## src/rtl/keyword_token_lexer_unit_assert.svh

```systemverilog
// Assertion macros for the keyword token lexer.
// Included by the files that carry concurrent assertions; needs nothing else.
`ifndef KEYWORD_TOKEN_LEXER_UNIT_ASSERT_SVH
`define KEYWORD_TOKEN_LEXER_UNIT_ASSERT_SVH
`ifndef ASSERT_OFF
`define KWL_ASSERT(lbl, clk, rst_n, prop, msg) \
    lbl: assert property (@(posedge clk) disable iff (!rst_n) (prop)) else $error(msg);
`define KWL_ASSERT_IMPLY(lbl, clk, rst_n, ante, cons, msg) \
    lbl: assert property (@(posedge clk) disable iff (!rst_n) (ante) |-> (cons)) \
        else $error(msg);
`define KWL_ASSERT_NEXT(lbl, clk, rst_n, ante, cons, msg) \
    lbl: assert property (@(posedge clk) disable iff (!rst_n) (ante) |=> (cons)) \
        else $error(msg);
`else
`define KWL_ASSERT(lbl, clk, rst_n, prop, msg)
`define KWL_ASSERT_IMPLY(lbl, clk, rst_n, ante, cons, msg)
`define KWL_ASSERT_NEXT(lbl, clk, rst_n, ante, cons, msg)
`endif
`endif

```

## src/rtl/kwl_pkg.sv

```systemverilog
// Shared types and constants of the keyword token lexer.
// No dependencies; imported by the scanner, the result queue and the top level.
package kwl_pkg;

    typedef struct packed {
        logic [7:0] byte_value;
        logic       end_of_input;
    } t_in_item;

    typedef struct packed {
        logic [3:0]  token_kind;
        logic [15:0] token_start;
        logic [7:0]  token_length;
        logic        run_last;
    } t_out_item;

    typedef enum logic [3:0] {
        MODE_IDLE   = 4'b0001,
        MODE_WORD   = 4'b0010,
        MODE_NUMBER = 4'b0100,
        MODE_ERROR  = 4'b1000
    } t_mode;

    localparam logic [3:0] KIND_VARIABLE = 4'd0;
    localparam logic [3:0] KIND_NUMBER   = 4'd1;
    localparam logic [3:0] KIND_INT      = 4'd2;
    localparam logic [3:0] KIND_ASSIGN   = 4'd7;
    localparam logic [3:0] KIND_ERROR    = 4'd13;

    localparam int NUM_KEYWORDS = 5;
    localparam int NUM_PUNCT    = 6;

    localparam logic [7:0] CH_SPACE = 8'h20;
    localparam logic [7:0] CH_DOT   = 8'h2E;

    // Keyword order: int, float, bool, true, false.
    localparam logic [2:0] KW_LEN [NUM_KEYWORDS] = '{3'd3, 3'd5, 3'd4, 3'd4, 3'd5};

    // Order: = ; + - * /
    localparam logic [7:0] PUNCT_TEXT [NUM_PUNCT] =
        '{8'h3D, 8'h3B, 8'h2B, 8'h2D, 8'h2A, 8'h2F};

    // Character of keyword k at position idx; zero past its end.
    function automatic logic [7:0] kw_char(input int k, input logic [2:0] idx);
        logic [39:0] text;
        case (k)
            0:       text = {"int", 16'h0};
            1:       text = "float";
            2:       text = {"bool", 8'h0};
            3:       text = {"true", 8'h0};
            default: text = "false";
        endcase
        case (idx)
            3'd0:    kw_char = text[39:32];
            3'd1:    kw_char = text[31:24];
            3'd2:    kw_char = text[23:16];
            3'd3:    kw_char = text[15:8];
            3'd4:    kw_char = text[7:0];
            default: kw_char = 8'h0;
        endcase
    endfunction

endpackage

```

## src/rtl/kwl_scanner.sv

```systemverilog
// Scanner state and per-byte token logic of the keyword token lexer.
// Depends on kwl_pkg; gives up to two result items for each byte taken.
module kwl_scanner
    import kwl_pkg::*;
#(
    parameter int MAX_TOKEN_LENGTH = 255,
    parameter int POSITION_BITS    = 16
) (
    input  logic        i_clk,
    input  logic        i_rst_n,
    input  logic        i_take,
    input  t_in_item    i_item,
    output t_out_item   o_result0,
    output t_out_item   o_result1,
    output logic [1:0]  o_result_count
);

    localparam int LEN_W = $clog2(MAX_TOKEN_LENGTH + 1);
    localparam int POS_W = POSITION_BITS;
    localparam int SW    = (POS_W > 16) ? POS_W : 16;
    localparam int LW    = (LEN_W > 8) ? LEN_W : 8;

    t_mode              r_mode,   n_mode;
    logic [POS_W-1:0]   r_start,  n_start;
    logic [LEN_W-1:0]   r_len,    n_len;
    logic [4:0]         r_flags,  n_flags;
    logic [POS_W-1:0]   r_pos,    n_pos;

    function automatic logic [4:0] flags_after(input logic [4:0] flags,
                                               input logic [LEN_W-1:0] idx,
                                               input logic [7:0] c);
        logic [4:0] f;
        f = flags;
        for (int k = 0; k < NUM_KEYWORDS; k++) begin
            if (!(idx < LEN_W'(KW_LEN[k]) && c == kw_char(k, idx[2:0]))) begin
                f[k] = 1'b0;
            end
        end
        return f;
    endfunction

    function automatic logic [3:0] word_kind(input logic [4:0] flags,
                                             input logic [LEN_W-1:0] len);
        logic [3:0] kind;
        kind = KIND_VARIABLE;
        for (int k = 0; k < NUM_KEYWORDS; k++) begin
            if (flags[k] && len == LEN_W'(KW_LEN[k])) begin
                kind = KIND_INT + 4'(k);
            end
        end
        return kind;
    endfunction

    function automatic t_out_item make_result(input logic [3:0] kind,
                                              input logic [POS_W-1:0] start,
                                              input logic [LEN_W-1:0] len);
        t_out_item r;
        logic [SW-1:0] s;
        logic [LW-1:0] l;
        s = SW'(start);
        l = LW'(len);
        r.token_kind   = kind;
        r.token_start  = (s > SW'(16'hFFFF)) ? 16'hFFFF : s[15:0];
        r.token_length = (l > LW'(8'hFF)) ? 8'hFF : l[7:0];
        r.run_last     = 1'b0;
        return r;
    endfunction

    always_comb begin
        logic [7:0] c;
        logic       alpha, digit, space, taken;
        logic       close1, tok, close2;
        logic [3:0] punct_kind;
        t_out_item  res_close1, res_tok, res_close2;
        logic [LEN_W-1:0] len_ext;

        c     = i_item.byte_value;
        alpha = (c inside {[8'h41:8'h5A], [8'h61:8'h7A]});
        digit = (c inside {[8'h30:8'h39]});
        space = (c inside {[8'h09:8'h0D], CH_SPACE});
        len_ext = (r_len < LEN_W'(MAX_TOKEN_LENGTH)) ? r_len + LEN_W'(1) : r_len;

        n_mode  = r_mode;
        n_start = r_start;
        n_len   = r_len;
        n_flags = r_flags;
        taken   = 1'b0;
        close1  = 1'b0;
        tok     = 1'b0;
        close2  = 1'b0;

        // A pending token is closed with the state it had before this byte.
        res_close1 = make_result((r_mode == MODE_WORD) ? word_kind(r_flags, r_len)
                                                       : KIND_NUMBER, r_start, r_len);

        case (r_mode)
            MODE_ERROR: begin
                taken = 1'b1;
            end
            MODE_WORD: begin
                if (alpha || digit) begin
                    n_flags = flags_after(r_flags, r_len, c);
                    n_len   = len_ext;
                    taken   = 1'b1;
                end else begin
                    close1 = 1'b1;
                    n_mode = MODE_IDLE;
                end
            end
            MODE_NUMBER: begin
                if (digit || c == CH_DOT) begin
                    n_len = len_ext;
                    taken = 1'b1;
                end else begin
                    close1 = 1'b1;
                    n_mode = MODE_IDLE;
                end
            end
            default: begin
            end
        endcase

        punct_kind = KIND_ERROR;
        for (int k = 0; k < NUM_PUNCT; k++) begin
            if (c == PUNCT_TEXT[k]) begin
                punct_kind = KIND_ASSIGN + 4'(k);
            end
        end
        res_tok = make_result(punct_kind, r_pos, LEN_W'(1));

        if (!taken) begin
            if (alpha) begin
                n_mode  = MODE_WORD;
                n_start = r_pos;
                n_len   = LEN_W'(1);
                n_flags = flags_after(5'h1F, '0, c);
            end else if (digit) begin
                n_mode  = MODE_NUMBER;
                n_start = r_pos;
                n_len   = LEN_W'(1);
            end else if (!space) begin
                tok = 1'b1;
                if (punct_kind == KIND_ERROR) begin
                    n_mode = MODE_ERROR;
                end
            end
        end

        n_pos = (r_pos != '1) ? r_pos + POS_W'(1) : r_pos;

        res_close2 = make_result((n_mode == MODE_WORD) ? word_kind(n_flags, n_len)
                                                       : KIND_NUMBER, n_start, n_len);
        if (i_item.end_of_input) begin
            close2  = (n_mode inside {MODE_WORD, MODE_NUMBER});
            n_mode  = MODE_IDLE;
            n_start = '0;
            n_len   = '0;
            n_flags = 5'h1F;
            n_pos   = '0;
        end

        // A punctuation token and a closing at end of input never come together.
        o_result0 = close1 ? res_close1 : (tok ? res_tok : res_close2);
        o_result1 = tok ? res_tok : res_close2;
        o_result_count = 2'(close1) + 2'(tok) + 2'(close2);
        o_result0.run_last = (o_result_count == 2'd1);
        o_result1.run_last = 1'b1;
    end

    always_ff @(posedge i_clk) begin
        if (!i_rst_n) begin
            r_mode  <= MODE_IDLE;
            r_start <= '0;
            r_len   <= '0;
            r_flags <= 5'h1F;
            r_pos   <= '0;
        end else if (i_take) begin
            r_mode  <= n_mode;
            r_start <= n_start;
            r_len   <= n_len;
            r_flags <= n_flags;
            r_pos   <= n_pos;
        end
    end

endmodule

```

## src/rtl/kwl_result_fifo.sv

```systemverilog
// Four-entry result queue: takes up to two items a cycle, hands out one while the reader is ready.
// Depends on kwl_pkg for the result item type.
module kwl_result_fifo
    import kwl_pkg::*;
(
    input  logic        i_clk,
    input  logic        i_rst_n,
    input  logic [1:0]  i_wr_count,
    input  t_out_item   i_wr_data0,
    input  t_out_item   i_wr_data1,
    output logic        o_valid,
    input  logic        i_ready,
    output t_out_item   o_data,
    output logic [2:0]  o_count
);

    localparam int DEPTH = 4;

    t_out_item   r_mem [DEPTH];
    logic [1:0]  r_wr_ptr, n_wr_ptr;
    logic [1:0]  r_rd_ptr, n_rd_ptr;
    logic [2:0]  r_count,  n_count;
    logic        w_pop;

    assign o_valid = (r_count != 3'd0);
    assign o_data  = r_mem[r_rd_ptr];
    assign o_count = r_count;
    assign w_pop   = o_valid && i_ready;

    always_comb begin
        n_wr_ptr = r_wr_ptr + i_wr_count;
        n_rd_ptr = r_rd_ptr + 2'(w_pop);
        n_count  = r_count + 3'(i_wr_count) - 3'(w_pop);
    end

    always_ff @(posedge i_clk) begin
        if (i_wr_count != 2'd0) begin
            r_mem[r_wr_ptr] <= i_wr_data0;
        end
        if (i_wr_count == 2'd2) begin
            r_mem[r_wr_ptr + 2'd1] <= i_wr_data1;
        end
    end

    always_ff @(posedge i_clk) begin
        if (!i_rst_n) begin
            r_wr_ptr <= '0;
            r_rd_ptr <= '0;
            r_count  <= '0;
        end else begin
            r_wr_ptr <= n_wr_ptr;
            r_rd_ptr <= n_rd_ptr;
            r_count  <= n_count;
        end
    end

endmodule

```

## src/rtl/keyword_token_lexer_unit.sv

```systemverilog
// Keyword token lexer: one source byte per cycle in unless stalled, tokens out.
// Result items enter the result queue as their byte is taken and leave in order.
// Throughput: one byte per cycle while the four-entry result queue has two free
// slots; a byte that gives two tokens puts both into the queue.
// Synchronous active-low reset returns the scanner to idle and empties the queue.
`include "keyword_token_lexer_unit_assert.svh"
module keyword_token_lexer_unit
    import kwl_pkg::*;
#(
    parameter int MAX_TOKEN_LENGTH = 255,
    parameter int POSITION_BITS    = 16
) (
    input  logic       i_clk,
    input  logic       i_rst_n,
    input  logic       i_in_valid,
    output logic       o_in_ready,
    input  t_in_item   i_in_item,
    output logic       o_out_valid,
    input  logic       i_out_ready,
    output t_out_item  o_out_item
);

    logic       w_take;
    t_out_item  w_result0, w_result1;
    logic [1:0] w_result_count;
    logic [1:0] w_wr_count;
    logic [2:0] w_fifo_count;

    // Room for the worst case of two items must be there before a byte is taken.
    assign o_in_ready = (w_fifo_count <= 3'd2);
    assign w_take     = i_in_valid && o_in_ready;
    assign w_wr_count = w_take ? w_result_count : 2'd0;

    kwl_scanner #(
        .MAX_TOKEN_LENGTH (MAX_TOKEN_LENGTH),
        .POSITION_BITS    (POSITION_BITS)
    ) u_scanner (
        .i_clk          (i_clk),
        .i_rst_n        (i_rst_n),
        .i_take         (w_take),
        .i_item         (i_in_item),
        .o_result0      (w_result0),
        .o_result1      (w_result1),
        .o_result_count (w_result_count)
    );

    kwl_result_fifo u_result_fifo (
        .i_clk      (i_clk),
        .i_rst_n    (i_rst_n),
        .i_wr_count (w_wr_count),
        .i_wr_data0 (w_result0),
        .i_wr_data1 (w_result1),
        .o_valid    (o_out_valid),
        .i_ready    (i_out_ready),
        .o_data     (o_out_item),
        .o_count    (w_fifo_count)
    );

    `KWL_ASSERT(a_queue_bound, i_clk, i_rst_n, w_fifo_count <= 3'd4, "result queue overflow")
    `KWL_ASSERT_NEXT(a_result_offered, i_clk, i_rst_n, w_take && w_result_count != 2'd0,
        o_out_valid, "taken byte gave no visible result")
    `KWL_ASSERT_IMPLY(a_run_last, i_clk, i_rst_n, w_result_count == 2'd2,
        !w_result0.run_last && w_result1.run_last, "run_last misplaced on a pair")

endmodule
```

## config.mk

```make
export PLATFORM = sky130hd
export DESIGN_NAME = keyword_token_lexer_unit
export DESIGN_NICKNAME = d
export VERILOG_FILES = /design/src/rtl/kwl_pkg.sv /design/src/rtl/kwl_scanner.sv /design/src/rtl/kwl_result_fifo.sv /design/src/rtl/keyword_token_lexer_unit.sv
export VERILOG_INCLUDE_DIRS = /design/src /design/src/rtl
export SDC_FILE = /design/constraint.sdc
export NUM_CORES = 1
export LEC_CHECK = 0
export ABC_CLOCK_PERIOD_IN_PS = 9500
export BUFFER_PORTS_ARGS = -buffer_cell sky130_fd_sc_hd__buf_4
export CORE_MARGIN = 4
export CORE_UTILIZATION = 41
export CTS_BUF_LIST = sky130_fd_sc_hd__clkbuf_8
export DETAILED_ROUTE_END_ITERATION = 8
export GPL_TIMING_DRIVEN = 0
export SYNTH_ARGS = -nofsm -noshare
export SYNTH_HDL_FRONTEND = slang
export SYNTH_SLANG_ARGS = --single-unit
export TNS_END_PERCENT = 5
```

## constraint.sdc

```tcl
create_clock -name i_clk -period 9.5 [get_ports i_clk]
set_input_delay 1.9 -clock i_clk [delete_from_list [all_inputs] [get_ports i_clk]]
set_output_delay 1.9 -clock i_clk [all_outputs]
set_load 0.01 [all_outputs]
```

* Word level (Yosys, flattened, before mapping)
Memory sizes are Yosys's and may differ from the RTL's. A register that Yosys moved wholly into a read port is not among the register bits.
Cells that the tools add are included.
** Word-level totals
- Register bits after elaboration :: 56
- Memory bits (writable) :: 116
- Bits of input ports :: 13
- Output and inout bits :: 31
- Logic and storage cells :: 206
- Memories kept :: 1
** Cells by class
- Add/sub/neg operators :: 9
- $lt $le $gt $ge :: 18
- Equal/unequal tests :: 36
- Multiplexer cells :: 102
- Reductions and logical operators :: 32
** Memories
- u_result_fifo.r_mem :: depth 4, width 29, read ports 1, clocked after Yosys merged registers in 1, write ports 2, RTL line kwl_result_fifo.sv:19 : t_out_item r_mem [DEPTH];
** Operators with widths (number)
- 8-bit 2-to-1 mux :: 27
- 16-bit 2-to-1 mux :: 9
- 4-bit 2-to-1 mux :: 19
- 8-bit == test :: 9
- 7-bit one-hot mux with 5 select lines :: 2
- 8-bit by 6-bit == test with 1-bit output, second input constant :: 8
- 29-bit 2-to-1 mux :: 2
- 16-bit > comparator, second input constant :: 3
- 7-bit one-hot mux with 3 select lines :: 2
- 8-bit by 3-bit == test with 1-bit output, second input constant :: 4
- 7-bit one-hot mux with 4 select lines :: 1
- 5-bit 2-to-1 mux :: 5
- 1-bit 2-to-1 mux :: 22
- 1-bit logical AND :: 21
- 16-bit by 1-bit adder with 16-bit output, second input constant :: 1
- 8-bit by 2-bit == test with 1-bit output, second input constant :: 2
- 8-bit by 7-bit >= comparator with 1-bit output, second input constant :: 2
- 8-bit > comparator, second input constant :: 2
- 8-bit by 7-bit <= comparator with 1-bit output, second input constant :: 2
- 8-bit by 3-bit < comparator with 1-bit output, second input constant :: 2
- 16-bit != test, second input constant :: 1
- 8-bit one-hot mux with 2 select lines :: 1
- 3-bit 2-to-1 mux :: 4
- 2-bit 2-to-1 mux :: 5
- 31 further kinds :: 41

* Longest topological paths before layout
Gate-level depths: netlist of the first run.
- Word-level depth :: 22
- Mapped depth :: 21
- Depth with buffers taken out :: 18

* Hierarchy
A second synthesis of the first run with hierarchy kept.
** Unflattened totals
- Cells, all modules :: 893
- Area total of the unflattened synthesis :: 10446.3 um^2
** By module, submodules not included
- kwl_result_fifo :: times used 1, cells an instance 324, area each 6014.5 um^2, seq. area each 3623.5 um^2
- kwl_scanner :: times used 1, cells an instance 564, area each 4394.2 um^2, seq. area each 980.9 um^2
- keyword_token_lexer_unit :: times used 1, cells an instance 5, area each 37.5 um^2, seq. area each 0.0 um^2

* Worst setup path after synthesis of the first run
No wires, ideal clock.
- Path type :: input to register
- Start :: input port i_in_item[1] (netlist name)
- End :: memory u_result_fifo.r_mem[1][10] (netlist name), enable pin
- Library setup time :: 0.450 ns
- Arrival time :: 6.748 ns
- Data required time :: 9.050 ns
- Path slack :: 2.302 ns
- Cell stages on the path :: 13
- Buffers on the path :: 2
- Cells stage by stage :: buf_2 nor3_1 nand3_1 a31o_2 nor3_1 clkbuf_1 nand2_1 o21ai_0 o21a_1 o2111ai_1 fa_1 o21ai_0 nor3_1
** RTL lines
- from (decl) :: RTL line keyword_token_lexer_unit.sv:17 : input t_in_item i_in_item,
- to (decl) :: RTL line kwl_result_fifo.sv:19

==> reports/summary.md, run 1 <==
Net load switching power: 0.673 mW. Among all cell types in the netlist, the one instantiated most often is sky130_fd_sc_hd__edfxtp_1. The run gives 15.4 ps as the clock skew after layout.

In the synthesized netlist the async set-or-reset flop fraction comes to 0%. On the critical path, the stage with the largest delay is an instance of sky130_fd_sc_hd__nor2_1. Setup repair after global routing left no endpoint under its margin. The H-tree was split into 4 levels.

The power per unit of standard cell area was 184 nW/um^2; the total inserted antenna cells was 0. Sequential cells account for 45.2% of the total power. The buffer and inverter count on the worst path came out at 4.

The initial antenna violation count is 0. Once placement finished, the instance area stood at 10500 sq um. STA puts the critical path data required time at 9830 ps. For the arrival time reported for the critical path endpoint, the log shows 7890 ps.

Ranked by total cell area, the synthesized netlist is headed by sky130_fd_sc_hd__edfxtp_1 (35%), sky130_fd_sc_hd__dfxtp_1 (12%), sky130_fd_sc_hd__mux4_2 (6.7%). The initialized floorplan defines 55 standard-cell rows. For the final estimated routing congestion in global placement, the log shows 0.926.

Relative to the synthesized area, the layout overhead comes to 12.1%. Buffers placed on the I/O ports in this run total 42. The total overflow left after global routing is 0. The logs give 26200 sq um for the floorplan die area and 0 ps for the total negative slack for setup checks. The ratio of final minimum period to clock period works out to 79.5%.

The top cell type's share of synthesized area is 34.7%. Internal power comes to 1.32 mW. Once placement completed, the tool counted placed cells totaling 1283. Headroom to the max-slew limit came out at 34.8%. The vertical die dimension is 162 um. The worst setup path is captured at a flip-flop. The gate family responsible for the most delay along the worst path is simple AND/OR/NAND/NOR gates.

The clock root buffer master is sky130_fd_sc_hd__clkbuf_8. The clock drives 172 sinks. The final HPWL from detailed placement was 20.0 mm.

The number of flops mapped to enable cells by yosys came out at 112. The prevailing post-synth register cell is sky130_fd_sc_hd__edfxtp_1. For the post-cts hold buffer count, the log shows 0. Summed over all instances, the cell type with the most area after synthesis is sky130_fd_sc_hd__edfxtp_1. The number of warnings printed during yosys synthesis was 0; the peak per-stage delay on the critical path was 640 ps. Traced cell by cell, the critical path runs through buf_4 > clkbuf_1 > nor3_1 > nand3_1 > a31o_2 > nor3_1 > clkbuf_1 > nand3b_1 > o2111ai_1 > o2111ai_1 > fa_1 > nor2_1 > nand2_1 > nor2_1 > nor2_1 > nor2_1 > clkbuf_1 > a22o_1. After technology mapping, the gate count stands at 924. The routed layout has 7879 vias. The total area inside the core boundary comes to 22900 sq um. Final count of hold timing violations: 0. The worst setup path category was input pin to flip-flop. Yosys mapped the design onto 85 distinct sky130hd cell types.

The run gives 7 as the number of optimization iterations in the first detailed-route pass. The number of DRC markers after the initial detailed-route iteration was 827; the clock input transition at the sequential cells of the worst setup and hold paths was 110 ps. Net switching is 33.7% of the power. The net count of the finished layout is 1016. The maximum net fanout on the critical path is 10, and the post-CTS setup buffer count is 0.

After detailed routing, the number of vias per cell comes to 5.99. Subtracting the final worst setup slack from the clock period gives 7550 ps. The number of max-slew violations in the final report was 0. The type of origin of the critical path is an input pin. For this configuration, the core starts out at a cell density of 42.3%. The cell leakage power came out at 3.61 nW. The peak supply drop is 0.0729 mV, and the number of flip-flops and latches in the synthesized netlist is 172. The tools report the summed area of non-filler cells in the final layout as 10900 sq um. In this run the worst hold path is classified as flip-flop to flip-flop. The commonest cells after synthesis are sky130_fd_sc_hd__edfxtp_1 (112), sky130_fd_sc_hd__a22o_1 (74), sky130_fd_sc_hd__nand2_1 (74). After clock tree synthesis, the repair step resized 0 gates. The design draws 1.99 mW.

The logs give 7480 for the via count of the first global-routing pass and 21.3% for the global router's overall resource usage. The clock passes through at most 2 buffers. Derived from the worst setup path, the maximum achievable clock frequency is 0.132 GHz. The overall die width was 162 um; the number of fill cells was 2107. The flow ran to the end, and the final reports show no timing, DRC or antenna violations. The wire length of the first global-routing pass is 43.5 mm, and the number of buffers added by the clock tree synthesis step is 17.

In the final routed layout, each cell accounts on average for 21.3 um. The fraction of power consumed by the clock network came out at 25.0%. The tool flagged a number of max-cap violations equal to 0.

Combinational cells account for 29.9% of the total power. The net count after synthesis is 951. TritonCTS built the clock tree.

Cell repeated most along the worst path: sky130_fd_sc_hd__nor2_1. The logs give 31 for the pin count of the biggest net entering global routing and 0 for the total of endpoints with negative setup slack in the final report. The boundary pin count was 44. The slew at the pin closest to its max-slew limit works out to 978 ps.

After synthesis, flip-flops and latches occupy 47.1% of the total area. The cell area that synthesis handed to floorplanning was 9690 sq um. In the final layout, the share of cells above drive strength 1 is 14.6%.

The later pin in the worst-skew pair is clocked with a latency of 460 ps. In the routed design, unresolved DRC markers number 0. Count of nets left with antenna violations after detail routing: 0.

A synthesized cell averages 10.5 sq um. Once layout is complete, the cells apart from fillers number 1315. The final layout contains routed wiring with a total length of 28.0 mm.
==> layout make-up <==
class / instances / area, sq um / area share [%]
clock inverter: 15 / 150 / 1.38
timing repair buffer: 46 / 380 / 3.50
sequential: 172 / 4560 / 42.0
clock buffer: 17 / 234 / 2.15
multi-input combinational: 654 / 4750 / 43.7
buffer: 77 / 314 / 2.89
tap: 313 / 392 / 3.60
inverter: 21 / 78.8 / 0.726
==> power by group through the flow <==
stage | clock network [mW] | logic, mW | registers [mW]
5_1_grt | 0.538 | 0.647 | 0.907
3_3_place_gp | 0 | 0.584 | 0.919
3_5_place_dp | 0 | 0.599 | 0.918
2_1_floorplan | 0 | 0.371 | 0.908
4_1_cts | 0.504 | 0.601 | 0.901
6_report | 0.498 | 0.595 | 0.901
==> sequential cells by signal, summed over array words and instances, names as in the netlist, 3 cells and up <==
register and cells:
u_scanner.r_mode 4, u_scanner.r_len 8, u_scanner.r_start 16, u_result_fifo.r_mem 116, u_result_fifo.o_count 3, u_scanner.r_flags 5
u_scanner.r_pos 16
==> cells by family after synthesis <==
logic type	synth area share [%]
and+or+nand+nor	17.4
adders and majority gates	1.96
muxes	7.39
DFF	47.1
AOI/OAI and AO/OA	19.5
buffers and inverters	4.05
xor gates and xnor gates	2.53
==> final timing paths <==
check                                 start  cells after the start                         end  slack, ps
setup / recovery               i_in_item[4]                     18  u_result_fifo.r_mem[0][15]       1950
hold / removal    u_result_fifo.r_mem[2][0]                      1   u_result_fifo.r_mem[2][0]        470
setup reg to reg        u_scanner.r_mode[3]                     18  u_result_fifo.r_mem[0][15]       3300
hold reg to reg   u_result_fifo.r_mem[2][0]                      1   u_result_fifo.r_mem[2][0]        470
==> per-layer routing <==
metal  share of wire, %  global-route usage, %  up-vias
met3                6.4                   3.10       50
li1                   -                      -     3663
met4                2.3                   7.00        0
met5                  0                      0        -
met1                 47                   31.5     3838
met2                 44                   32.4      328
==> layout by cell type, fill, tap and decap left out, types with 27 or more instances in the layout <==
cell / instances
sky130_fd_sc_hd__mux4_2: 29
sky130_fd_sc_hd__a22o_1: 74
sky130_fd_sc_hd__clkbuf_1: 53
sky130_fd_sc_hd__buf_4: 42
sky130_fd_sc_hd__nor2_1: 68
sky130_fd_sc_hd__o21ai_0: 34
sky130_fd_sc_hd__dfxtp_1: 60
sky130_fd_sc_hd__edfxtp_1: 112
sky130_fd_sc_hd__nor2b_1: 31
sky130_fd_sc_hd__nand3_1: 27
sky130_fd_sc_hd__nand2_1: 72
sky130_fd_sc_hd__a21oi_1: 34
==> metrics by stage <==
| step | setup WS (ps) | hold WS, ps | utilization [%] |
|---|---|---|---|
| 6_report | 1950 | 474 | 47.4 |
| 5_1_grt | 1510 | 494 | 47.4 |
| 4_1_cts | 2080 | 476 | 47.4 |
| 3_5_place_dp | 1600 | 453 | 45.7 |
| 3_3_place_gp | -426 | 454 | 45.4 |
| 2_1_floorplan | 2300 | 431 | - |
No activity file was read; power rests on OpenSTA's default activity.
==> run 2, diff against run 1 <==
--- a/config.mk
+++ b/config.mk
@@ -6,7 +6,8 @@
 export SDC_FILE = /design/constraint.sdc
 export NUM_CORES = 1
 export LEC_CHECK = 0
-export ABC_CLOCK_PERIOD_IN_PS = 9500
+export ABC_AREA = 1
+export ABC_CLOCK_PERIOD_IN_PS = 6370
 export BUFFER_PORTS_ARGS = -buffer_cell sky130_fd_sc_hd__buf_4
 export CORE_MARGIN = 4
 export CORE_UTILIZATION = 41
==> constraint.sdc (replaced) <==
create_clock -name i_clk -period 6.37 [get_ports i_clk]
set_input_delay 1.274 -clock i_clk [delete_from_list [all_inputs] [get_ports i_clk]]
set_output_delay 1.274 -clock i_clk [all_outputs]
set_load 0.01 [all_outputs]
==> reports/summary.md, run 2 <==
The tools report the count of nets left with antenna violations after detail routing as 0 (unchanged). The tools report the cell leakage power as 4.73 nW (+31%). The most frequent cell after synthesis is sky130_fd_sc_hd__nand2_1. The flip-flop count of the largest register after layout is 116 (unchanged). The largest registers in the layout are u_result_fifo.r_mem x116, u_scanner.r_pos x16, u_scanner.r_start x16. The tools report the final HPWL from detailed placement as 23.0 mm (+15%). The worst hold slack across all endpoints was 485 ps (+11.1 ps).

The tools report the wire length of the first global-routing pass as 49.7 mm (+14%). The tools report the total of endpoints with negative setup slack in the final report as 0 (unchanged). The run gives 44 (unchanged) as the boundary pin count. The worst path required time was 6480 ps (-3350 ps). For the final estimated routing congestion in global placement, the log shows 0.941 (+1.6%). From synthesis to final layout, the design area changed by 10.6%. The number of rows created at floorplan came out at 58 (+5.5%).

TritonCTS built the clock tree. Detail-routed via count per cell: 5.55 (-7.4%). The top cell types in the final layout, fill and taps aside, are sky130_fd_sc_hd__nand2_1 (338), sky130_fd_sc_hd__nor2_1 (148), sky130_fd_sc_hd__o22ai_1 (130). For the detailed-route via count, the log shows 9890 (+26%). The path class of the tightest hold or removal check is flip-flop to flip-flop.

The number of distinct library cells after synthesis is 51 (-40%), and the wire length after detailed routing is 31.7 mm (+13%). The routed wirelength normalized by instance count works out to 17.8 um (-17%). The post-cts hold buffer count was 0 (unchanged). The setup path with the least slack is of type input pin to flip-flop. The worst path in the final design needs a cycle of 5970 ps, including I/O delays and setup. The async set-reset flop share out of synthesis was 0% (unchanged); the buffer and inverter count on the worst path was 4 (unchanged). The clock input transition at the sequential cells of the worst setup and hold paths was 100 ps (about the same); the number of flip-flops and latches in the synthesized netlist was 172 (unchanged). The pin count of the biggest net entering global routing is 30 (-3.2%), and the count of input and output buffers is 39 (-7.1%).

The source-to-sink clock delay at the later pin of the worst-skew pair was 480 ps (+20 ps). The tools report the number of instances in the synthesized netlist as 1382 (+50%). Maximum count of clock buffers along a single path: 2 (unchanged). The number of DRC markers after the initial detailed-route iteration came out at 1033 (+25%). Number of clock sinks: 172 (unchanged). After synthesis, the most frequently instantiated cells are sky130_fd_sc_hd__nand2_1 (342), sky130_fd_sc_hd__nor2_1 (148), sky130_fd_sc_hd__o22ai_1 (130).

The slew at the pin closest to its max-slew limit works out to 868 ps (-110 ps). The tools report the type of origin of the critical path as an input pin. The via count of the first global-routing pass is 8907 (+19%), and the number of warnings printed during yosys synthesis is 0 (unchanged).

The post-CTS setup buffer count was 0 (unchanged); the initial antenna violation count was 0 (unchanged). The power per unit of standard cell area works out to 285 nW/um^2 (+55%). The net count after synthesis is 1409 (+48%). For the total inserted antenna cells, the log shows 0 (unchanged). Setup repair after global routing left no endpoint under its margin.

Based on the critical path, the design can be clocked at up to 0.167 GHz. The number of H-tree levels is 4 (unchanged). The tools report the arrival time reported for the critical path endpoint as 6080 ps (-1810 ps). Among all stages on the critical path, the largest delay is contributed by sky130_fd_sc_hd__nand2_2. The gate family responsible for the most delay along the worst path is simple AND/OR/NAND/NOR gates. The signal on the critical path passes through buf_4 > buf_4 > inv_1 > nor2_1 > nand3_1 > nor2_1 > nor3_1 > nand4_4 > a21oi_2 > nand2_1 > nor3_4 > o21ai_0 > fa_1 > nor2_1 > nor2_1 > nor2_1 > clkinv_1 > nand2_2. Core box area: 25300 sq um (+11%). The peak per-stage delay on the critical path came out at 760 ps (+120 ps).

The total overflow reported by the global router is 0 (unchanged), and the total standard cell area after synthesis is 10600 sq um (+9.2%). The vertical die dimension is 169 um (+4.3%), and the register area share after synthesis is 43.1% (-4.0 points). The ratio of final minimum period to clock period is 93.7%, and the peak supply drop is 0.156 mV (+110%). The overall die width is 169 um (+4.3%), and the number of buffers added by the clock tree synthesis step is 17 (unchanged). The worst setup path is captured at a flip-flop. The run finished with clean final reports.

The top cell type's share of synthesized area is 31.8% (-2.9 points), and the post-detailed-route DRC marker count is 0 (unchanged). The layout cell share with drive strength beyond 1 is 12.3% (-2.3 points). In the synthesized netlist the dominant register cell turns out to be sky130_fd_sc_hd__edfxtp_1. The tools report the final net count as 1467 (+44%). The leading area contributor after synthesis was sky130_fd_sc_hd__edfxtp_1. The run gives 41.8% (-0.49 points) as the starting utilization of the core area.

Final count of hold timing violations: 0 (unchanged). Number of flops mapped to enable cells by yosys: 112 (unchanged). The post-CTS resize count came out at 0 (unchanged). The max-capacitance violation count was 0 (unchanged). Ranked by total cell area, the synthesized netlist is headed by sky130_fd_sc_hd__edfxtp_1 (32%), sky130_fd_sc_hd__nand2_1 (12%), sky130_fd_sc_hd__dfxtp_1 (11%).

Maximum net fanout on the critical path: 29 (+19). The max-slew headroom at the worst pin was 41.9% (+7.1 points). In this design, the critical path's most frequently occurring cell is sky130_fd_sc_hd__nor2_1. For the core utilization of the finished layout, the log shows 46.3% (-1.2 points). The register ranked first by flip-flop count is u_result_fifo.r_mem.

Leaving out fill and tap cells, the most frequent cell in the layout is sky130_fd_sc_hd__nand2_1. The logs give 28500 sq um (+8.8%) for the floorplan die area and 0 (unchanged) for the number of max-slew violations in the final report. The number of optimization iterations in the first detailed-route pass was 6 (-1); the clock skew after layout was 16.8 ps (+1.40 ps). The global router's overall resource usage came out at 21.8% (+0.53 points).

The average instance area after synthesis works out to 7.66 sq um (-27%). The tree is rooted in a sky130_fd_sc_hd__clkbuf_8.
-- run 2: per-layer routing --
metal	share of wire, %	GRT usage (%)	wire (um)	up-vias
met5	0	0	0	-
met4	1.3	5.05	404	0
met3	7.6	2.83	2410	32
met2	46	35.3	14600	431
met1	45	31.4	14300	4576
li1	-	-	-	4851
-- run 2: cell families after synthesis --
family | count (synthesis) | share of synthesized area (%)
AND/OR/NAND/NOR | 633 | 25.8
AO/OA/AOI/OAI | 349 | 20.6
buffers and inverters | 204 | 7.86
flip-flops | 172 | 43.1
adder cells (fa/ha/maj) | 14 | 1.80
XOR/XNOR | 7 | 0.579
multiplexers | 3 | 0.284
-- run 2: worst paths after layout --
check,slack [ps],endpoint,startpoint,depth (start not counted)
max,400,u_result_fifo.r_mem[3][28],i_in_item[4],18
min reg2reg,490,u_result_fifo.o_count[2],u_result_fifo.o_count[2],1
max reg2reg,1040,u_result_fifo.r_mem[3][28],u_scanner.r_mode[0],17
min,490,u_result_fifo.o_count[2],u_result_fifo.o_count[2],1
-- run 2: layout make-up --
type | count | area (sq um)
clock inverter | 15 | 173
fill | 2550 | 13600
clock buffer | 17 | 234
buffer | 66 | 309
sequential | 172 | 4560
inverter | 138 | 523
timing repair buffer | 39 | 293
multi-input combinational | 1006 | 5200
tap | 330 | 413
-- run 2: metrics by stage --
stage	setup WS, ps	instances	total power, mW	TNS, ps	instance area, sq um
final	398	1783	3.34	0	11700
after global placement	-537	1751	2.57	-41890	11300
after global routing	131	1783	3.52	0	11700
after detailed placement	-347	1751	2.59	-13290	11300
after floorplan	1120	1382	2.08	0	10600
after CTS	128	1783	3.35	0	11700
-- run 2: power by group --
part           leakage, nW  internal (mW)  switching, mW
combinational         3.00          0.412          0.781
clock                0.198          0.297          0.482
sequential            1.53           1.31         0.0525
